`src/rtl/slg_pkg.sv`:
```
// ----------------------------------------------------------------------------
// slg_pkg
// Shared types, codes and constants of the sparse logistic gradient engine.
// ----------------------------------------------------------------------------
package slg_pkg;

  localparam int IDX_W      = 12;
  localparam int WT_W       = 24;
  localparam int SUM_W      = 32;
  localparam int PROB_W     = 16;
  localparam int GRAD_W     = 48;
  localparam int LOSS_W     = 48;
  localparam int CNT_W      = 32;
  localparam int NLL_W      = 21;
  localparam int IN_DATA_W  = 40;
  localparam int IN_USER_W  = 2;
  localparam int OUT_DATA_W = 152;
  localparam int OUT_USER_W = 1;

  typedef logic [1:0] op_t;
  localparam op_t OP_WRITE   = 2'd0;
  localparam op_t OP_FEATURE = 2'd1;
  localparam op_t OP_READ    = 2'd2;
  localparam op_t OP_CLEAR   = 2'd3;

  localparam logic KIND_PRED = 1'b0;
  localparam logic KIND_GRAD = 1'b1;

  localparam logic [15:0] LN2_Q16 = 16'd45426;

  typedef logic [PROB_W-1:0] prob_t;

  // sigmoid at 0.5 steps over 0..8, Q0.16
  function automatic prob_t sig_point(input logic [4:0] i);
    prob_t v;
    case (i)
      5'd0:    v = 16'd32768;
      5'd1:    v = 16'd40793;
      5'd2:    v = 16'd47911;
      5'd3:    v = 16'd53581;
      5'd4:    v = 16'd57724;
      5'd5:    v = 16'd60565;
      5'd6:    v = 16'd62428;
      5'd7:    v = 16'd63615;
      5'd8:    v = 16'd64357;
      5'd9:    v = 16'd64816;
      5'd10:   v = 16'd65097;
      5'd11:   v = 16'd65269;
      5'd12:   v = 16'd65374;
      5'd13:   v = 16'd65438;
      5'd14:   v = 16'd65476;
      5'd15:   v = 16'd65500;
      default: v = 16'd65514;
    endcase
    return v;
  endfunction

endpackage

```
`src/rtl/slg_nlog.sv`:
```
// ----------------------------------------------------------------------------
// slg_nlog
// Iterative -ln(q/65536) unit: bit-serial log2 by squaring, then times ln2.
// ----------------------------------------------------------------------------
module slg_nlog (
  input  logic                       clk,
  input  logic                       rst_n,
  input  logic                       start,
  input  logic [15:0]                q,
  output logic                       done_r,
  output logic [slg_pkg::NLL_W-1:0]  nll_r
);
  import slg_pkg::*;

  logic        run_r, run_nxt;
  logic        mul_r, mul_nxt;
  logic [3:0]  cnt_r;
  logic [3:0]  k_r;
  logic [15:0] frac_r;
  logic [16:0] m_r;
  logic [3:0]  k_lz;
  logic [33:0] sq;
  logic [17:0] s;
  logic [20:0] r;
  logic [36:0] prod;

  always_comb begin
    k_lz = 4'd0;
    for (int i = 0; i < 16; i++) begin
      if (q[i]) k_lz = 4'(i);
    end
    sq   = 34'(m_r) * 34'(m_r);
    s    = sq[33:16];
    r    = 21'(32'd16 << 16) - {1'b0, k_r, frac_r};
    prod = 37'(r) * 37'(LN2_Q16) + 37'd32768;
    run_nxt = run_r;
    mul_nxt = 1'b0;
    if (start) begin
      run_nxt = 1'b1;
    end else if (run_r && cnt_r == 4'd0) begin
      run_nxt = 1'b0;
      mul_nxt = 1'b1;
    end
  end

  always_ff @(posedge clk) begin
    if (!rst_n) begin
      run_r  <= 1'b0;
      mul_r  <= 1'b0;
      done_r <= 1'b0;
    end else begin
      run_r  <= run_nxt;
      mul_r  <= mul_nxt;
      done_r <= mul_r;
    end
  end

  always_ff @(posedge clk) begin
    if (start) begin
      k_r    <= k_lz;
      m_r    <= 17'({1'b0, q} << (5'd16 - {1'b0, k_lz}));
      frac_r <= 16'd0;
      cnt_r  <= 4'd15;
    end else if (run_r) begin
      if (s[17]) begin
        m_r           <= s[17:1];
        frac_r[cnt_r] <= 1'b1;
      end else begin
        m_r <= s[16:0];
      end
      cnt_r <= cnt_r - 4'd1;
    end
    if (mul_r) begin
      nll_r <= prod[36:16];
    end
  end

endmodule

```
`config.mk`:
```
export PLATFORM = sky130hd
export DESIGN_NAME = slg_nlog
export DESIGN_NICKNAME = d
export VERILOG_FILES = /design/src/rtl/slg_pkg.sv /design/src/rtl/slg_nlog.sv
export SDC_FILE = /design/constraint.sdc
export NUM_CORES = 1
export LEC_CHECK = 0
export BUFFER_PORTS_ARGS = -buffer_cell sky130_fd_sc_hd__buf_2
export CORE_MARGIN = 5
export CORE_UTILIZATION = 65
export CTS_CLUSTER_SIZE = 16
export DETAILED_ROUTE_END_ITERATION = 10
export HOLD_SLACK_MARGIN = 0.1
export PLACE_DENSITY = 0.89
export SYNTH_ARGS = -nofsm -noshare
export SYNTH_HDL_FRONTEND = slang
export SYNTH_SLANG_ARGS = --single-unit
export TNS_END_PERCENT = 10
```
`constraint.sdc`:
```
create_clock -name clk -period 9.5 [get_ports clk]
set_clock_uncertainty 0.05 [all_clocks]
set_input_delay 1.425 -clock clk [delete_from_list [all_inputs] [get_ports clk]]
set_output_delay 1.425 -clock clk [all_outputs]
set_load 0.02 [all_outputs]
```
==> impl_metrics.ini <==
[logic_synthesis]
syn_area_um2 = 17300
syn_inst = 1810
ys_ff_latch = 65
synth_cell_type_count = 84
synthTopCellsByArea = fa_1 (30%), ha_1 (20%), edfxtp_1 (7.3%), inv_1 (6.8%), xnor2_1 (3.6%)
seq_area_frac_synth = 0.0997
synth_edf_count = 42
synth_nets = 2359
synth_area_per_cell_um2 = 9.54
synth_top_area_share = 0.299
synth_top_area_cell = fa_1
async_flop_share = 0
synth_flop_cell = edfxtp_1
ys_warn_count = 0

[cells_and_area]
drive_above_1_share = 0.0626
instances_no_fill = 2155
layout_common_cells = inv_1 (315), ha_1 (272), fa_1 (258), nand2_1 (135), nor2_1 (73)
areaGrowthSynthToFinish_pct = 4.49
diodes = 0
layout.nets = 2364
layout.cells.most_common = inv_1

[clock_network]
clk_path_buf_depth = 2
numCtsBuffers = 9
clock_latency_ns = 0.34
clock_sinks = 65
cts_tree = built
clk_pin_slew_ns = 0.06
cts_setup_buffers = 0
hold_buffers = 0
clockRootBuffer = clkbuf_16
cts_resized = 0
htreeDepth = 3

[die]
coreArea_um2 = 26100
die_w_um = 173
initial_core_util = 0.661
die_area_um2 = 29900
ioPinCount = 41
die_y_um = 173
row_count = 59

[critical_path]
crit_buf_inv = 2
cp_slowest_cell = or4_1
worstPathRequired_ns = 9.54
path_delay_family = adder cells
path_max_fanout = 11
startpoint = frac_r[2]$_SDFFE_PP0P_
crit_type = flip-flop to flip-flop
r2r_start = frac_r[2]$_SDFFE_PP0P_
cpPeakStageDelay_ns = 0.51
end_kind = flip-flop
worstPathArrival_ns = 8.66
cp_common_cell = fa_1
crit_path_start_kind = flip-flop

[status]
outcome = complete, no violations

[sta]
finalCritPeriodShare = 0.907
finalHoldViolations = 0
report.final.slew_viol_count = 0
grt_setup_unrepaired = false
period_needed_ns = 8.62
tns_ns = 0
max-slew-margin-rel = 0.134
max_slew.worst_pin.slew_ns = 1.26
fmax_mhz = 116
setup_violations = 0

[placement]
hpwl_mm = 30.9
dp_cells = 2139
port_buffers = 40
place.gp.congestion = 0.930

[hold_path]
hold_start = frac_r[2]$_SDFFE_PP0P_
hp-class = flip-flop to flip-flop

[routing]
routed_wirelength_mm = 39.3
dr.pass1.iters = 5
wl_per_cell_um = 18.2
drc_errors = 0
viasPerCell = 6.13
drt_first_iter_violations = 930
drtAntennaViolNets = 0
vias = 13200

[grt]
antenna_found_initial = 0
grt_pass1_wl_mm = 66.4
grt_overflow_total = 0
track_usage = 0.264
grt_pass1_vias = 14100
grt_max_degree = 37

[run]
drv_cap = 0
==> kinds of logic after synthesis <==
| family | Yosys count | synth area share |
|---|---|---|
| DFF | 65 | 0.0997 |
| and+or+nand+nor | 413 | 0.119 |
| buffers and inverters | 379 | 0.0846 |
| xor gates and xnor gates | 134 | 0.0680 |
| adders and majority gates | 535 | 0.499 |
| muxes | 37 | 0.0277 |
| AOI/OAI and AO/OA | 247 | 0.101 |
==> area by class of cell <==
type	count	area (um^2)
multi-input combinational	1366	14100
clock inverter	3	22.5
timing repair buffer	58	335
fill	1855	8100
tap	335	419
inverter	315	1180
clock buffer	13	275
sequential	65	1720
==> registers in the layout, indices dropped and copies added, names as in the netlist <==
register	cells
done_r	1
k_r	4
mul_r	1
m_r	17
cnt_r	4
run_r	1
frac_r	16
nll_r	21
==> path summary, 6_finish.rpt <==
path	depth (start not counted)	to	slack, ns
worst min-delay path	2	frac_r[2]$_SDFFE_PP0P_	0.51
worst max-delay path	28	nll_r[19]$_DFFE_PP_	0.88
worst min register to register	2	frac_r[2]$_SDFFE_PP0P_	0.51
worst max register to register	28	nll_r[19]$_DFFE_PP_	0.88
==> Yosys cell counts, types with 11 or more instances <==
| master | number |
|---|---|
| inv_1 | 315 |
| ha_1 | 272 |
| fa_1 | 258 |
| nand2_1 | 135 |
| nor2_1 | 73 |
| xnor2_1 | 71 |
| and2_1 | 68 |
| xor2_1 | 63 |
| a21oi_1 | 52 |
| clkbuf_1 | 49 |
| edfxtp_1 | 42 |
| a21o_1 | 41 |
| nand3_1 | 32 |
| o21ai_0 | 32 |
| nor3_1 | 26 |
| a31oi_1 | 24 |
| dfxtp_1 | 23 |
| mux2i_1 | 23 |
| nor2b_1 | 14 |
| a211oi_1 | 11 |
| or3_1 | 11 |
==> worst min-delay path: stages (launching register included) <==
cell and delay, ns:
dfxtp_1 0.35, inv_1 0.10, a21oi_1 0.06
==> per-layer routing <==
metal	wire length [um]	vias up	global-route usage
met4	1530	0	0.101
met5	0	-	0
met2	19700	590	0.456
met1	15300	6484	0.336
met3	2800	154	0.0417
li1	-	5988	-
==> stage by stage <==
step | utilization | worst slack (ns) | hold slack (ns) | area (um^2)
floorplan | - | 1.61 | 0.434 | 17300
global placement | 0.679 | 1.27 | 0.461 | 17700
detailed placement | 0.679 | 1.02 | 0.494 | 17700
CTS | 0.690 | 0.887 | 0.502 | 18000
global route | 0.690 | 0.274 | 0.555 | 18000
finish | 0.690 | 0.881 | 0.506 | 18000
Power is left out: the tool's default activity adds up to more than one toggle a clock period on the data nets, which glitch-free logic cannot reach.
