File: src/rtl/slg_pkg.sv
// ----------------------------------------------------------------------------
// slg_pkg
// Shared types, codes and constants of the sparse logistic gradient engine.
// ----------------------------------------------------------------------------
package slg_pkg;

  localparam int IDX_W      = 12;
  localparam int WT_W       = 24;
  localparam int SUM_W      = 32;
  localparam int PROB_W     = 16;
  localparam int GRAD_W     = 48;
  localparam int LOSS_W     = 48;
  localparam int CNT_W      = 32;
  localparam int NLL_W      = 21;
  localparam int IN_DATA_W  = 40;
  localparam int IN_USER_W  = 2;
  localparam int OUT_DATA_W = 152;
  localparam int OUT_USER_W = 1;

  typedef logic [1:0] op_t;
  localparam op_t OP_WRITE   = 2'd0;
  localparam op_t OP_FEATURE = 2'd1;
  localparam op_t OP_READ    = 2'd2;
  localparam op_t OP_CLEAR   = 2'd3;

  localparam logic KIND_PRED = 1'b0;
  localparam logic KIND_GRAD = 1'b1;

  localparam logic [15:0] LN2_Q16 = 16'd45426;

  typedef logic [PROB_W-1:0] prob_t;

  // sigmoid at 0.5 steps over 0..8, Q0.16
  function automatic prob_t sig_point(input logic [4:0] i);
    prob_t v;
    case (i)
      5'd0:    v = 16'd32768;
      5'd1:    v = 16'd40793;
      5'd2:    v = 16'd47911;
      5'd3:    v = 16'd53581;
      5'd4:    v = 16'd57724;
      5'd5:    v = 16'd60565;
      5'd6:    v = 16'd62428;
      5'd7:    v = 16'd63615;
      5'd8:    v = 16'd64357;
      5'd9:    v = 16'd64816;
      5'd10:   v = 16'd65097;
      5'd11:   v = 16'd65269;
      5'd12:   v = 16'd65374;
      5'd13:   v = 16'd65438;
      5'd14:   v = 16'd65476;
      5'd15:   v = 16'd65500;
      default: v = 16'd65514;
    endcase
    return v;
  endfunction

endpackage

File: src/rtl/slg_sigmoid.sv
// ----------------------------------------------------------------------------
// slg_sigmoid
// Piecewise-linear sigmoid of a Q15.16 sum, registered output in Q0.16.
// ----------------------------------------------------------------------------
module slg_sigmoid (
  input  logic                           clk,
  input  logic                           en,
  input  logic signed [slg_pkg::SUM_W-1:0] z,
  output logic [slg_pkg::PROB_W-1:0]     p_r
);
  import slg_pkg::*;

  logic [SUM_W:0]    z_ext;
  logic [SUM_W:0]    mag;
  logic [19:0]       a;
  logic [4:0]        seg;
  logic [14:0]       frac;
  logic [15:0]       base;
  logic [15:0]       diff;
  logic [30:0]       prod;
  logic [16:0]       pos;
  logic [PROB_W-1:0] p_nxt;

  always_comb begin
    z_ext = {z[SUM_W-1], z};
    mag   = z[SUM_W-1] ? (~z_ext + 1'b1) : z_ext;
    // magnitude saturates at 8.0
    a     = (mag > 33'd524288) ? 20'd524288 : mag[19:0];
    seg   = a[19:15];
    frac  = a[14:0];
    base  = sig_point(seg);
    diff  = (seg >= 5'd16) ? 16'd0 : (sig_point(seg + 5'd1) - base);
    prod  = 31'(diff) * 31'(frac);
    pos   = 17'(base) + 17'(prod[30:15]);
    p_nxt = z[SUM_W-1] ? 16'(17'h10000 - pos) : pos[15:0];
  end

  always_ff @(posedge clk) begin
    if (en) begin
      p_r <= p_nxt;
    end
  end

endmodule

File: config.mk
export PLATFORM = sky130hd
export DESIGN_NAME = slg_sigmoid
export DESIGN_NICKNAME = d
export VERILOG_FILES = /design/src/rtl/slg_pkg.sv /design/src/rtl/slg_sigmoid.sv
export SDC_FILE = /design/constraint.sdc
export NUM_CORES = 1
export LEC_CHECK = 0
export ABC_AREA = 1
export BUFFER_PORTS_ARGS = -buffer_cell sky130_fd_sc_hd__buf_2
export CAP_MARGIN = 10
export CELL_PAD_IN_SITES_DETAIL_PLACEMENT = 1
export CELL_PAD_IN_SITES_GLOBAL_PLACEMENT = 1
export CORE_AREA = 2 2 182 202
export CTS_BUF_LIST = sky130_fd_sc_hd__clkbuf_2 sky130_fd_sc_hd__clkbuf_4 sky130_fd_sc_hd__clkbuf_8
export DETAILED_ROUTE_END_ITERATION = 6
export DIE_AREA = 0 0 184 204
export GPL_ROUTABILITY_DRIVEN = 0
export MAX_ROUTING_LAYER = met4
export PLACE_DENSITY_LB_ADDON = 0.05
export SLEW_MARGIN = 20
export SYNTH_ARGS = -nofsm -noshare
export SYNTH_HDL_FRONTEND = slang
export SYNTH_SLANG_ARGS = --single-unit
File: constraint.sdc
create_clock -name clk -period 21.3 [get_ports clk]
set_input_delay 2.13 -clock clk [delete_from_list [all_inputs] [get_ports clk]]
set_output_delay 2.13 -clock clk [all_outputs]
set_load 0.005 [all_outputs]
==> results by group <==
Final layout
  • Top reg by flops: p_r
  • End-of-flow core utilization: 36.9%
  • Diode count: 0
  • Max reg flops: 16
  • Nets: 2173
  • # fillers: 4610
  • Finished Cell Area: 0.0131 mm²
  • Synth-to-Final Area Change: 6.60%
  • Commonest non-fill, non-tap cells in the layout: nand2_1, inv_1, nor2_1
  • Non-Filler Instances: between 2000 and 2500
  • Commonest non-fill, non-tap cell in the layout: nand2_1
  • Largest registers: p_r x16
  • Share of cells above drive strength 1: 7.18%

STA
  • Final period util: 78.1%
  • Fmax: 60.1 MHz
  • Setup TNS: 0 ns
  • RSZ-0062 raised after global routing: no
  • Worst-margin pin slew: 0.874 ns
  • Fin crit period: 16.63 ns
  • Slew Limit Fails: 0
  • Relative slew margins: 41.5%
  • Hold Vio Cnt, Final: 0
  • Final setup viols: 0

Place
  • Cells after DPL: about 2300
  • I/O Buffers: 49
  • Hpwl dp: approximately 38000 µm
  • Placed cell area: between 0.01 and 0.015 mm²

Yosys
  • Synth Area in Adders: 42.9%
  • Synthesis Warnings: 0
  • Post-synthesis simple-gate area fraction: 28.8%
  • Post-synthesis cell area: between 0.01 and 0.015 mm²
  • Post-synth top flop: edfxtp_1
  • Compound-Gate Fraction of Synth Area: ~8.7%
  • Largest family of logic cells by synthesized area: adder cells
  • Xor/xnor share of the synthesized area: 2.91%
  • Post-synthesis cell type with the largest combined area: fa_1
  • Synth area leaders: fa_1, ha_1, nand2_1
  • Yosys top cell area share: around 30%
  • Syn_area_per_cell: ~7 µm²
  • Cells after Synth: around 1800
  • Post-synthesis sequential area ratio: 3.90%
  • Library cells used by synthesis: 56
  • Syn nets: 2135
  • EDFF count, synth: 16
  • Async S/R FF share, synth: 0%
  • Seq cells post-synth: 16
  • Multiplexer share of the synthesized area: 0%

Pwr
  • Maximum VDD drop: 0.0246 mV
  • P_leak: 7.01 nW
  • Power Total: 0.101 mW
  • Pwr dens: ~7.7 mW/mm²

Clock tree
  • # resized after CTS: 0
  • CTS tree: built
  • Reg clk slew, reported paths: 0.06 ns
  • Clock buffer count from CTS: 3
  • Clock Path Buffers: 2
  • Clock tree sinks: 16
  • Max H-tree Level: 1
  • Postcts setup bufs: 0
  • Clk root buf: clkbuf_8
  • CTS Hold Bufs: 0

Global routing
  • First-pass GRT wire length: 69500 µm
  • Vias in the first global route: 12300
  • Pin count of the biggest net entering global routing: 36
  • Met1 GRT Util: between 30 and 40%
  • Busiest grt layer: met2
  • GRT Overall Usage: 24.6%
  • Antenna violations before repair: 0
  • Global route overflow: 0
  • Met2 global-route usage: 40.8%
  • GRT met3 Usage: 1.12%

Worst setup path
  • Critical path's slowest cell: fa_1
  • Worst setup EP type: flip-flop
  • Crit path top cell by count: nand2_1
  • Worst setup path category: in2reg
  • Worst Path Buf+Inv: 15
  • CP delay by family, top: adder cells
  • Critical path launch point type: input pin
  • Biggest cell delay along the critical path: 0.57 ns
  • Critical path arrival: 16.64 ns
  • Worst EP required: 21.31 ns
  • CP max FO: 35

Drt
  • Post-route ant nets: 0
  • Routed WL: 43400 µm
  • Remaining DRCs: 0
  • Routed vias: 11400
  • Drt pass-1 iters: 5
  • Initial detailed-routing violation count: 510
  • DR WL/cell: 19.1 µm
  • Vias per cell: 5.03

Floorplanning
  • # rows: 73
  • Starting Density: 34.6%
  • Area of the core: about 0.036 mm²
  • Die area: 0.0375 mm²
  • Ports placed on the boundary: 50
  • Die height: 204 µm
  • Die width: 184 µm

Min path
  • Worst Hold End: p_r[15]
  • Hold depth: 1
  • Min-delay worst type: in2reg
  • Hold path start: en

Run status
  • Status: complete, no violations

Flow run
  • Max-Cap Viols: 0
[how the worst max path moves through the flow]
stage	startpoint	endpoint	slack, ns	depth (start not counted)
CTS	z[31]	p_r[15]	4.60	72
floorplan	z[0]	p_r[15]	7.77	77
global route	z[31]	p_r[15]	2.99	76
finish	z[31]	p_r[15]	4.67	76
global placement	z[31]	p_r[15]	4.70	72
detailed placement	z[31]	p_r[15]	4.36	72
[Yosys cell counts (2+ instances only)]
| cell type | n |
|---|---|
| edfxtp_1 | 16 |
| nand2_1 | 409 |
| o211ai_1 | 5 |
| o31ai_1 | 6 |
| o21a_1 | 8 |
| nor2_8 | 3 |
| o221ai_1 | 2 |
| xnor2_1 | 8 |
| nor2_1 | 244 |
| nor4_1 | 4 |
| a21oi_1 | 65 |
| nor2_2 | 7 |
| nand2_4 | 4 |
| nand3b_1 | 16 |
| nand3_2 | 2 |
| buf_1 | 2 |
| clkinv_1 | 6 |
| a21o_1 | 3 |
| nor2_4 | 4 |
| o21ai_1 | 12 |
| a31oi_1 | 12 |
| nor3_1 | 24 |
| nand3_1 | 73 |
| ha_1 | 133 |
| inv_1 | 358 |
| a221oi_1 | 2 |
| a21oi_2 | 3 |
| buf_2 | 7 |
| inv_2 | 18 |
| clkbuf_1 | 15 |
| nor3_2 | 2 |
| a211oi_1 | 4 |
| or2_2 | 3 |
| nand2_2 | 14 |
| o21bai_1 | 4 |
| fa_1 | 181 |
| buf_4 | 2 |
| xor2_1 | 31 |
| nand4_1 | 14 |
| o311ai_0 | 2 |
| o21ai_0 | 44 |
[area by class of cell]
cell class | count | area, µm² | share of cell area (%)
multi-input cells | 1360 | 10300 | 78.2
inverters | 384 | 1450 | 11.0
well taps | 450 | 563 | 4.29
flip-flops and latches | 16 | 480 | 3.66
repair buffers | 60 | 328 | 2.50
clock buffers | 3 | 41.3 | 0.315
clock inverters | 1 | 3.75 | 0.0286
[per-layer routing]
metal	wire (µm)	vias up
met3	1040	37
met2	20600	163
met1	20900	5659
li1	-	5587
met4	821	0
met5	0	-
[cells by family (layout without fill, tap and decap cells)]
family / Yosys count / after routing
XOR/XNOR: 40 / 40
AO/OA/AOI/OAI: 179 / 179
AND/OR/NAND/NOR: 827 / 827
adder cells (fa/ha/maj): 314 / 314
flip-flops: 16 / 16
buffers and inverters: 411 / 448
[where the power goes]
part           internal, mW  leakage (nW)  switching [mW]
Sequential           0.0374         0.156        0.000718
Combinational        0.0120          6.83          0.0270
Clock                0.0128        0.0231          0.0108
Total                0.0622          7.01          0.0385
[stage by stage]
step	hold slack [ns]	setup slack (ns)
4_1_cts	2.33	4.60
2_1_floorplan	2.24	7.77
6_report	2.33	4.67
5_1_grt	2.34	2.99
3_3_place_gp	2.52	4.70
3_5_place_dp	2.53	4.36
No activity file was read; power rests on OpenSTA's default activity.
